## src/rtl/pcc_pkg.sv

```systemverilog
// ----------------------------------------------------------------------------
// pcc_pkg
// shared types, constants and helper functions of the post class classifier
// ----------------------------------------------------------------------------
package pcc_pkg;

  localparam int MAX_VARS  = 6;
  localparam int TT_WIDTH  = 64;
  localparam int K_WIDTH   = 3;
  localparam int NUM_CLS   = 5;
  localparam int VAR_COUNT = 6;

  // bit positions inside a class vector
  localparam int CLS_ZERO = 0;
  localparam int CLS_ONE  = 1;
  localparam int CLS_SD   = 2;
  localparam int CLS_MONO = 3;
  localparam int CLS_LIN  = 4;

  typedef logic [NUM_CLS-1:0]  class_vec_t;
  typedef logic [TT_WIDTH-1:0] table_t;
  typedef logic [K_WIDTH-1:0]  nvars_t;

  // table positions whose variable-v bit is clear
  function automatic table_t var_clear_mask(input int v);
    table_t m;
    m = '0;
    for (int j = 0; j < TT_WIDTH; j++) begin
      m[j] = ((j >> v) & 1) == 0;
    end
    return m;
  endfunction

  // positions of ANF terms that hold two or more variables
  function automatic table_t multi_var_mask();
    table_t m;
    logic [VAR_COUNT-1:0] idx;
    m = '0;
    for (int j = 0; j < TT_WIDTH; j++) begin
      idx  = VAR_COUNT'(j);
      m[j] = $countones(idx) >= 2;
    end
    return m;
  endfunction

  // live table bits for a given variable count
  function automatic table_t live_mask(input nvars_t k);
    table_t m;
    m = '0;
    for (int j = 0; j < TT_WIDTH; j++) begin
      m[j] = j < (1 << k);
    end
    return m;
  endfunction

endpackage

```

## src/rtl/post_class_classifier.sv

```systemverilog
// ----------------------------------------------------------------------------
// post_class_classifier
// sorts boolean functions into the five post classes and flags complete sets
// ----------------------------------------------------------------------------
// Each input item is one boolean function of num_vars variables (0 to 6),
// given as a 64-bit truth table of which only the low 2^num_vars bits count;
// a larger num_vars is taken as 6. For every item one result item reports
// whether the function preserves zero, preserves one, is self-dual, is
// monotone and is linear (read from the algebraic normal form). Five sticky
// flags track whether every function of the current set lies in each class;
// set_complete is 1 when none is left set, and is the verdict on the item
// marked last_in_set, after which the flags return to all ones. The block
// is a two-register pipeline: an input register and a result register with
// the classification logic between them. It takes one item per clock cycle
// while the result side does not stall; an accepted item waits in the input
// register until the result register frees, updating the sticky flags.
// ----------------------------------------------------------------------------
module post_class_classifier (
  input  logic                    clk,
  input  logic                    rst,
  // input channel
  input  logic                    in_valid,
  output logic                    in_ready,
  input  pcc_pkg::table_t         truth_table,
  input  pcc_pkg::nvars_t         num_vars,
  input  logic                    last_in_set,
  // result channel
  output logic                    out_valid,
  input  logic                    out_ready,
  output logic                    keeps_zero,
  output logic                    keeps_one,
  output logic                    is_self_dual,
  output logic                    is_monotone,
  output logic                    is_linear,
  output logic                    set_complete,
  output logic                    last_out
);
  import pcc_pkg::*;

  // input register stage
  logic       s1_valid;
  table_t     s1_tt;
  nvars_t     s1_k;
  logic       s1_last;

  // sticky class flags of the current set
  class_vec_t flags;
  class_vec_t flags_next;

  // classification of the item in the input register
  nvars_t     k_eff;
  table_t     tmask;
  table_t     tt_m;
  table_t     anf;
  class_vec_t classes;
  logic       sd_bit [VAR_COUNT+1];
  logic       one_bit;
  logic       mono;

  logic       s2_free;
  logic       s1_move;

  // a result slot frees when empty or taken this cycle
  assign s2_free  = !out_valid || out_ready;
  assign s1_move  = s1_valid && s2_free;
  assign in_ready = !s1_valid || s2_free;

  always_ff @(posedge clk) begin
    if (rst) begin
      s1_valid <= 1'b0;
    end else if (in_ready) begin
      s1_valid <= in_valid;
    end
    if (in_ready && in_valid) begin
      s1_tt   <= truth_table;
      s1_k    <= num_vars;
      s1_last <= last_in_set;
    end
  end

  always_comb begin
    // clamp the variable count and drop bits past the table
    k_eff = (s1_k > K_WIDTH'(MAX_VARS)) ? K_WIDTH'(MAX_VARS) : s1_k;
    tmask = live_mask(k_eff);
    tt_m  = s1_tt & tmask;

    // value at the all-ones input, index 2^k-1
    one_bit = 1'b0;
    for (int kk = 0; kk <= VAR_COUNT; kk++) begin
      if (k_eff == K_WIDTH'(kk)) begin
        one_bit = tt_m[(1 << kk) - 1];
      end
    end

    // self-dual: each value differs from its complement index, per table size
    for (int kk = 0; kk <= VAR_COUNT; kk++) begin
      sd_bit[kk] = 1'b1;
      for (int j = 0; j < (1 << kk); j++) begin
        if (tt_m[j] == tt_m[(1 << kk) - 1 - j]) begin
          sd_bit[kk] = 1'b0;
        end
      end
    end

    // monotone by neighbour pairs, anf by moebius butterflies
    mono = 1'b1;
    anf  = tt_m;
    for (int v = 0; v < VAR_COUNT; v++) begin
      if (K_WIDTH'(v) < k_eff) begin
        if (((tt_m & var_clear_mask(v)) & ~((tt_m >> (1 << v)) & var_clear_mask(v))
             & tmask) != '0) begin
          mono = 1'b0;
        end
        anf = anf ^ ((anf & var_clear_mask(v)) << (1 << v));
      end
    end
    anf = anf & tmask;

    classes           = '0;
    classes[CLS_ZERO] = !tt_m[0];
    classes[CLS_ONE]  = one_bit;
    classes[CLS_SD]   = 1'b0;
    for (int kk = 0; kk <= VAR_COUNT; kk++) begin
      if (k_eff == K_WIDTH'(kk)) begin
        classes[CLS_SD] = sd_bit[kk];
      end
    end
    classes[CLS_MONO] = mono;
    classes[CLS_LIN]  = (anf & multi_var_mask()) == '0;

    flags_next = flags & classes;
  end

  // result register and sticky flags
  always_ff @(posedge clk) begin
    if (rst) begin
      out_valid <= 1'b0;
      flags     <= '1;
    end else begin
      if (s2_free) begin
        out_valid <= s1_valid;
      end
      if (s1_move) begin
        // end of set re-arms every class
        flags <= s1_last ? '1 : flags_next;
      end
    end
    if (s1_move) begin
      keeps_zero   <= classes[CLS_ZERO];
      keeps_one    <= classes[CLS_ONE];
      is_self_dual <= classes[CLS_SD];
      is_monotone  <= classes[CLS_MONO];
      is_linear    <= classes[CLS_LIN];
      set_complete <= flags_next == '0;
      last_out     <= s1_last;
    end
  end

  // a self-dual function maps all-zero and all-one inputs to opposite values
  a_sd_ends : assert property (@(posedge clk) disable iff (rst)
    out_valid && is_self_dual |-> keeps_zero == keeps_one)
    else $error("self-dual result with mismatched end values");

  // the flags are re-armed after the last item of a set
  a_rearm : assert property (@(posedge clk) disable iff (rst)
    s1_move && s1_last |=> flags == '1)
    else $error("class flags not re-armed after end of set");

  // a complete verdict mid-set leaves every flag clear
  a_clear : assert property (@(posedge clk) disable iff (rst)
    s1_move && !s1_last && flags_next == '0 |=> flags == '0 && set_complete)
    else $error("class flags inconsistent with set_complete");

endmodule

```

## config.mk

```make
export PLATFORM = sky130hd
export DESIGN_NAME = post_class_classifier
export DESIGN_NICKNAME = d
export VERILOG_FILES = /design/src/rtl/pcc_pkg.sv /design/src/rtl/post_class_classifier.sv
export SDC_FILE = /design/constraint.sdc
export NUM_CORES = 1
export LEC_CHECK = 0
export BUFFER_PORTS_ARGS = -buffer_cell sky130_fd_sc_hd__buf_2
export CORE_MARGIN = 5
export CORE_UTILIZATION = 60
export DETAILED_ROUTE_END_ITERATION = 8
export GPL_TIMING_DRIVEN = 0
export HOLD_SLACK_MARGIN = 0.05
export PLACE_DENSITY_LB_ADDON = 0.2
export REMOVE_ABC_BUFFERS = 1
export SYNTH_ARGS = -nofsm -noshare
export SYNTH_HDL_FRONTEND = slang
export SYNTH_SLANG_ARGS = --single-unit
```

## constraint.sdc

```tcl
create_clock -name clk -period 6.4 [get_ports clk]
set_input_delay 0.32 -clock clk [delete_from_list [all_inputs] [get_ports clk]]
set_output_delay 0.32 -clock clk [all_outputs]
set_load 0.005 [all_outputs]
```

# == After elaboration in Yosys (flattened, before gate mapping) ==
# Cells that the tools add are included.
# word_totals
latchBits,0
ramBits,0
wordCells,419
out_inout_bits,9
mem_bits_ro,0
register_bits,82
n_memories,0
# classes
n_reduce_logical,16
magnitude_cmp,71
mul,0
eq_ne,132
shift,1
addsub,0
bitwise_logic,27
muxes,159
div_mod_pow,0
# op_table
op,count
$lt 7x32->1 const A,32
$and 64x64->64,8
$lt 6x32->1 const A,16
$mux 64,6
$reduce_bool 64->1,6
$xor 64x64->64,6
$lt 5x32->1 const A,8
$mux 1,151
$lt 4x32->1 const A,4
$eq 1x1->1,126
$and 32x64->64,1
$and 48x64->64,1
$and 56x64->64,1
$and 60x64->64,1
$and 62x64->64,1
$and 63x64->64,1
$logic_not 64->1,1
$lt 3x32->1 const A,2
$not 32->64,1
$not 48->64,1
$not 56->64,1
$not 60->64,1
$not 62->64,1
$not 63->64,1
18 further kinds,28

# == Depth between registers and ports, before layout ==
# logic_depth
depth_word,73
depth_mapped,22
ltp_nobuf,14

# == Worst setup path after synthesis ==
# No wires, ideal clock.
# synth_path
path_kind,register -> register
startpoint,register s1_k[2]
endpoint,register set_complete (data pin)
arrival_ns,4.489
setup_ns,0.253
stages_incl_launch_ff,22
n_path_buf,9
setup_slack_ns,1.658
cell_sequence,edfxtp_1 -> buf_2 -> buf_4 -> buf_4 -> buf_2 -> buf_2 -> buf_1 -> clkbuf_1 -> and3_1 -> ha_1 -> clkbuf_1 -> or2_2 -> o21ai_0 -> a21o_1 -> buf_2 -> xnor2_1 -> mux2i_1 -> o31ai_1 -> a2111oi_2 -> and4b_1 -> o2111a_1 -> nor3_1
# synth_via
elab_chain_cells,73
# synth_lines
element,line,rtl
"start, declared",post_class_classifier.sv:43,nvars_t s1_k;
"start signal, assigned",post_class_classifier.sv:76,s1_k <= num_vars;
$gt 3x3->1,post_class_classifier.sv:83,k_eff = (s1_k > K_WIDTH'(MAX_VARS)) ? K_WIDTH'(MAX_VARS) : s1_k;
$mux 3 *,post_class_classifier.sv:83,
$shl 1x3->32,pcc_pkg.sv:51,m[j] = j < (1 << k);
$lt 1x32->1 or $lt 7x32->1 (tied branches),pcc_pkg.sv:51,
$and 64x64->64,post_class_classifier.sv:85,tt_m = s1_tt & tmask;
$eq 1x1->1,post_class_classifier.sv:99,if (tt_m[j] == tt_m[(1 << kk) - 1 - j]) begin
$mux 1 (64 in a row),post_class_classifier.sv:99,
$mux 1,post_class_classifier.sv:124,if (k_eff == K_WIDTH'(kk)) begin
$and 5x5->5 *,post_class_classifier.sv:131,flags_next = flags & classes;
$logic_not 5->1 *,post_class_classifier.sv:154,set_complete <= flags_next == '0;
"end signal, assigned",post_class_classifier.sv:154,
"end, declared",post_class_classifier.sv:35,"output logic set_complete,"
# Every way passes the cells marked *; elsewhere a longest branch is shown, timed or not.
# A chain may end at the register's enable or synchronous reset.

# == Final worst setup path ==
# layout_path
startpoint,register s1_k[1]
endpoint,register set_complete (data pin)
# The elaborated chain is that of the path after synthesis.

==> results_dict.tcl <==
set metrics [dict create \
    yosys.area_share.simple_pct 18.5 \
    rr_startpoint "s1_k[1]" \
    drtIter0Drc 1879 \
    synth_compound_area_share_pct 26.6 \
    min_from "truth_table[51]" \
    async_flop_share_pct 0 \
    finalHoldViolCount 0 \
    gr-total-overflow 0 \
    setup-tns-final_ns 0 \
    num-nets-final 1354 \
    io_buffers 80 \
    antenna_found_initial 0 \
    synth_top_family_by_area "compound AO/OA/AOI/OAI gates" \
    final_util_pct 65.7 \
    cts_tree "done" \
    final_cell_mix "nand2_1, o21ai_0, xnor2_1, inv_1, buf_2" \
    wl_per_cell_um 26.4 \
    drv_slew 0 \
    htreeDepth 3 \
    min_path_type "primary input to register" \
    diodes 0 \
    yosysSeqAreaShare_pct 24.6 \
    row_count 46 \
    worst_hold_slack_ns 0.141 \
    end_kind "register" \
    critical_path.max_fanout 21 \
    muxShareOfSynthArea_pct 1.62 \
    synth.distinct_cells 89 \
    power_density_nw_per_um2 211 \
    period_needed_ns 6.19 \
    timing.final.crit_share_pct 96.7 \
    status "finished, violations left" \
    drive_gt1_share_pct 10.9 \
    clock_sinks 82 \
    cts-root-buf "clkbuf_16" \
    cts.clk_slew.worst_paths_ns 0.07 \
    synth-xor-area-share_pct 11.9 \
    clockBufferDepth 2 \
    hold_buffers 0 \
    synth_fa_ha_area_share_pct 8.60 \
    grt_use_total_pct 40.3 \
    first_global_vias 9633 \
    ys.flop_type "edfxtp_1" \
    synthesis.area_sq_um 9710 \
    synth_edf_count 75 \
    numCtsBuffers 9 \
    violations "capacitance limit" \
    grt_max_degree 46 \
    whs_path_depth 1 \
    vias 10343 \
    final_common_cell "nand2_1" \
    p_leak_nw 4.07 \
    drv_cap 1 \
    dieArea_sq_um 18800 \
    initial_core_util_pct 61.2 \
    dieHeight_um 137 \
    critPathSlowestCell "a21oi_1" \
    reg2reg_slack_ns 0.21 \
    dp_hpwl_mm 27.6 \
    vias_per_cell 7.18 \
    ant_nets 0 \
    crit_start "s1_k[1]" \
    crit_type "register to register" \
    gp_congestion 1.07 \
    required_ns 6.51 \
    rsz0062_at_grt "no" \
    area_delta_synth_final_pct 7.44 \
    setup_viol_count_final 0 \
    cp.arrival_ns 6.30 \
    route.detailed.drc 0 \
    dieWidth_um 137 \
    yosys_warnings 0 \
    relSlewSlack_pct 1.30 \
    max_stage_delay_ns 1.06 \
    ir_worst_vdd_mv 0.187 \
    core_area_sq_um 15900 \
    syn_inst 1225 \
    cts_setup_buffers 0 \
    first_pass_iters 6 \
    grt_pass1_wl_mm 56.9 \
    ys_ff_latch 82 \
    reg2regPathDepth 16 \
    skew_ns 0.00684 \
    fmax_ghz 0.162 \
    worstPathCellList "buf_16 -> buf_16 -> a21oi_1 -> nor2_1 -> inv_1 -> ha_1 -> xnor2_1 -> xor2_1 -> a22oi_1 -> xor2_1 -> a2111oi_0 -> o311a_1 -> and4_1 -> and4b_1 -> o2111a_1 -> nor3_1" \
    worst_pin_slew_ns 1.48 \
    r2r-end "set_complete" \
    min_to "s1_tt[51]" \
    postSynthAreaPerCell_sq_um 7.93 \
    wirelength_mm 38.0 \
    clock_latency_ns 0.35 \
    pin_count 81 \
    worst_setup_path_start_kind "register" \
]
-- what timing repair did --
item                                    CTS  global route
hold endpoints to repair                  0             0
endpoints found under the setup margin    2             3
resized for setup                         1             2
pin swaps                                 0             0
-- how the worst max path moves through the flow --
stage,cells past startpoint,slack (ns),to
final,16,0.21,set_complete
after global placement,14,-2.20,set_complete
after detailed placement,16,-0.09,set_complete
after global routing,16,0.06,set_complete
after CTS,16,0.28,set_complete
after floorplan,13,0.66,set_complete
-- per-layer routing --
layer  track usage, %  vias up  routed length, um
met2             61.1      842              16100
met4             21.2        0               2680
met1             53.1     4728              14300
met3             10.3      221               4920
li1                 -     4552                  -
met5                0        -                  0
-- where the power goes --
part           switching (mW)  internal, mW
clock network           0.229         0.305
logic                   0.581         0.384
registers              0.0804         0.622
-- stage by stage --
step / cells / power (mW) / instance area (sq um) / worst slack [ns]
finish: 1441 / 2.20 / 10400 / 0.208
global route: 1441 / 2.29 / 10400 / 0.0556
CTS: 1441 / 2.16 / 10400 / 0.277
detailed placement: 1425 / 1.63 / 10100 / -0.0892
global placement: 1417 / 1.60 / 9900 / -2.20
floorplan: 1121 / 1.35 / 9230 / 0.663
-- sequential cells by signal (all words and copies together) (netlist names) --
name          cells
set_complete      1
is_self_dual      1
out_valid         1
is_monotone       1
s1_k              3
s1_last           1
keeps_zero        1
flags             5
is_linear         1
last_out          1
s1_valid          1
s1_tt            64
keeps_one         1
-- final cells by class --
type / instances / area, sq um
Multi-Input combinational cell: 957 / 6550
Clock buffer: 9 / 225
Tap cell: 216 / 270
Fill cell: 1412 / 5450
Inverter: 82 / 308
Sequential cell: 82 / 2390
Clock inverter: 7 / 76.3
Timing Repair Buffer: 88 / 613
-- synthesized netlist by cell type (all sizes together) (8+ instances only) --
master,instances,area [sq um]
o211ai,8,60.1
a211oi,11,82.6
nor3,31,155
mux2i,9,90.1
or2,9,56.3
a32oi,10,87.6
o31ai,8,60.1
or3,8,50.1
xnor2,84,736
clkbuf,56,210
buf,48,272
inv,81,304
nor2b,9,56.3
a2111oi,8,82.6
ha,62,776
nand4,18,113
o22ai,39,264
nor4,24,156
o2111ai,8,70.1
nand2,112,420
xor2,48,420
a21oi,75,375
edfxtp,75,2250
nor2,75,287
a31oi,17,106
a221oi,17,149
o21ai,93,469
nand3,23,115
nand2b,13,81.3
a22oi,12,90.1
-- logic make-up (layout without fill, tap and decap cells) --
family	count (synthesis)	count (layout)
xor+xnor	132	132
simple gates	362	362
fa+ha+maj	68	68
mux	14	14
compound gates	381	381
buf+inv	186	186
flops	82	82
-- critical path: cells and delay by family, from the launching register on --
| family | cells | cell delay, ns |
|---|---|---|
| AOI/OAI and AO/OA | 5 | 2.01 |
| xor gates and xnor gates | 3 | 1.08 |
| and+or+nand+nor | 4 | 0.89 |
| buffers and inverters | 3 | 0.82 |
| DFF | 1 | 0.72 |
| adders and majority gates | 1 | 0.41 |
(Power assumes the default switching activity.)
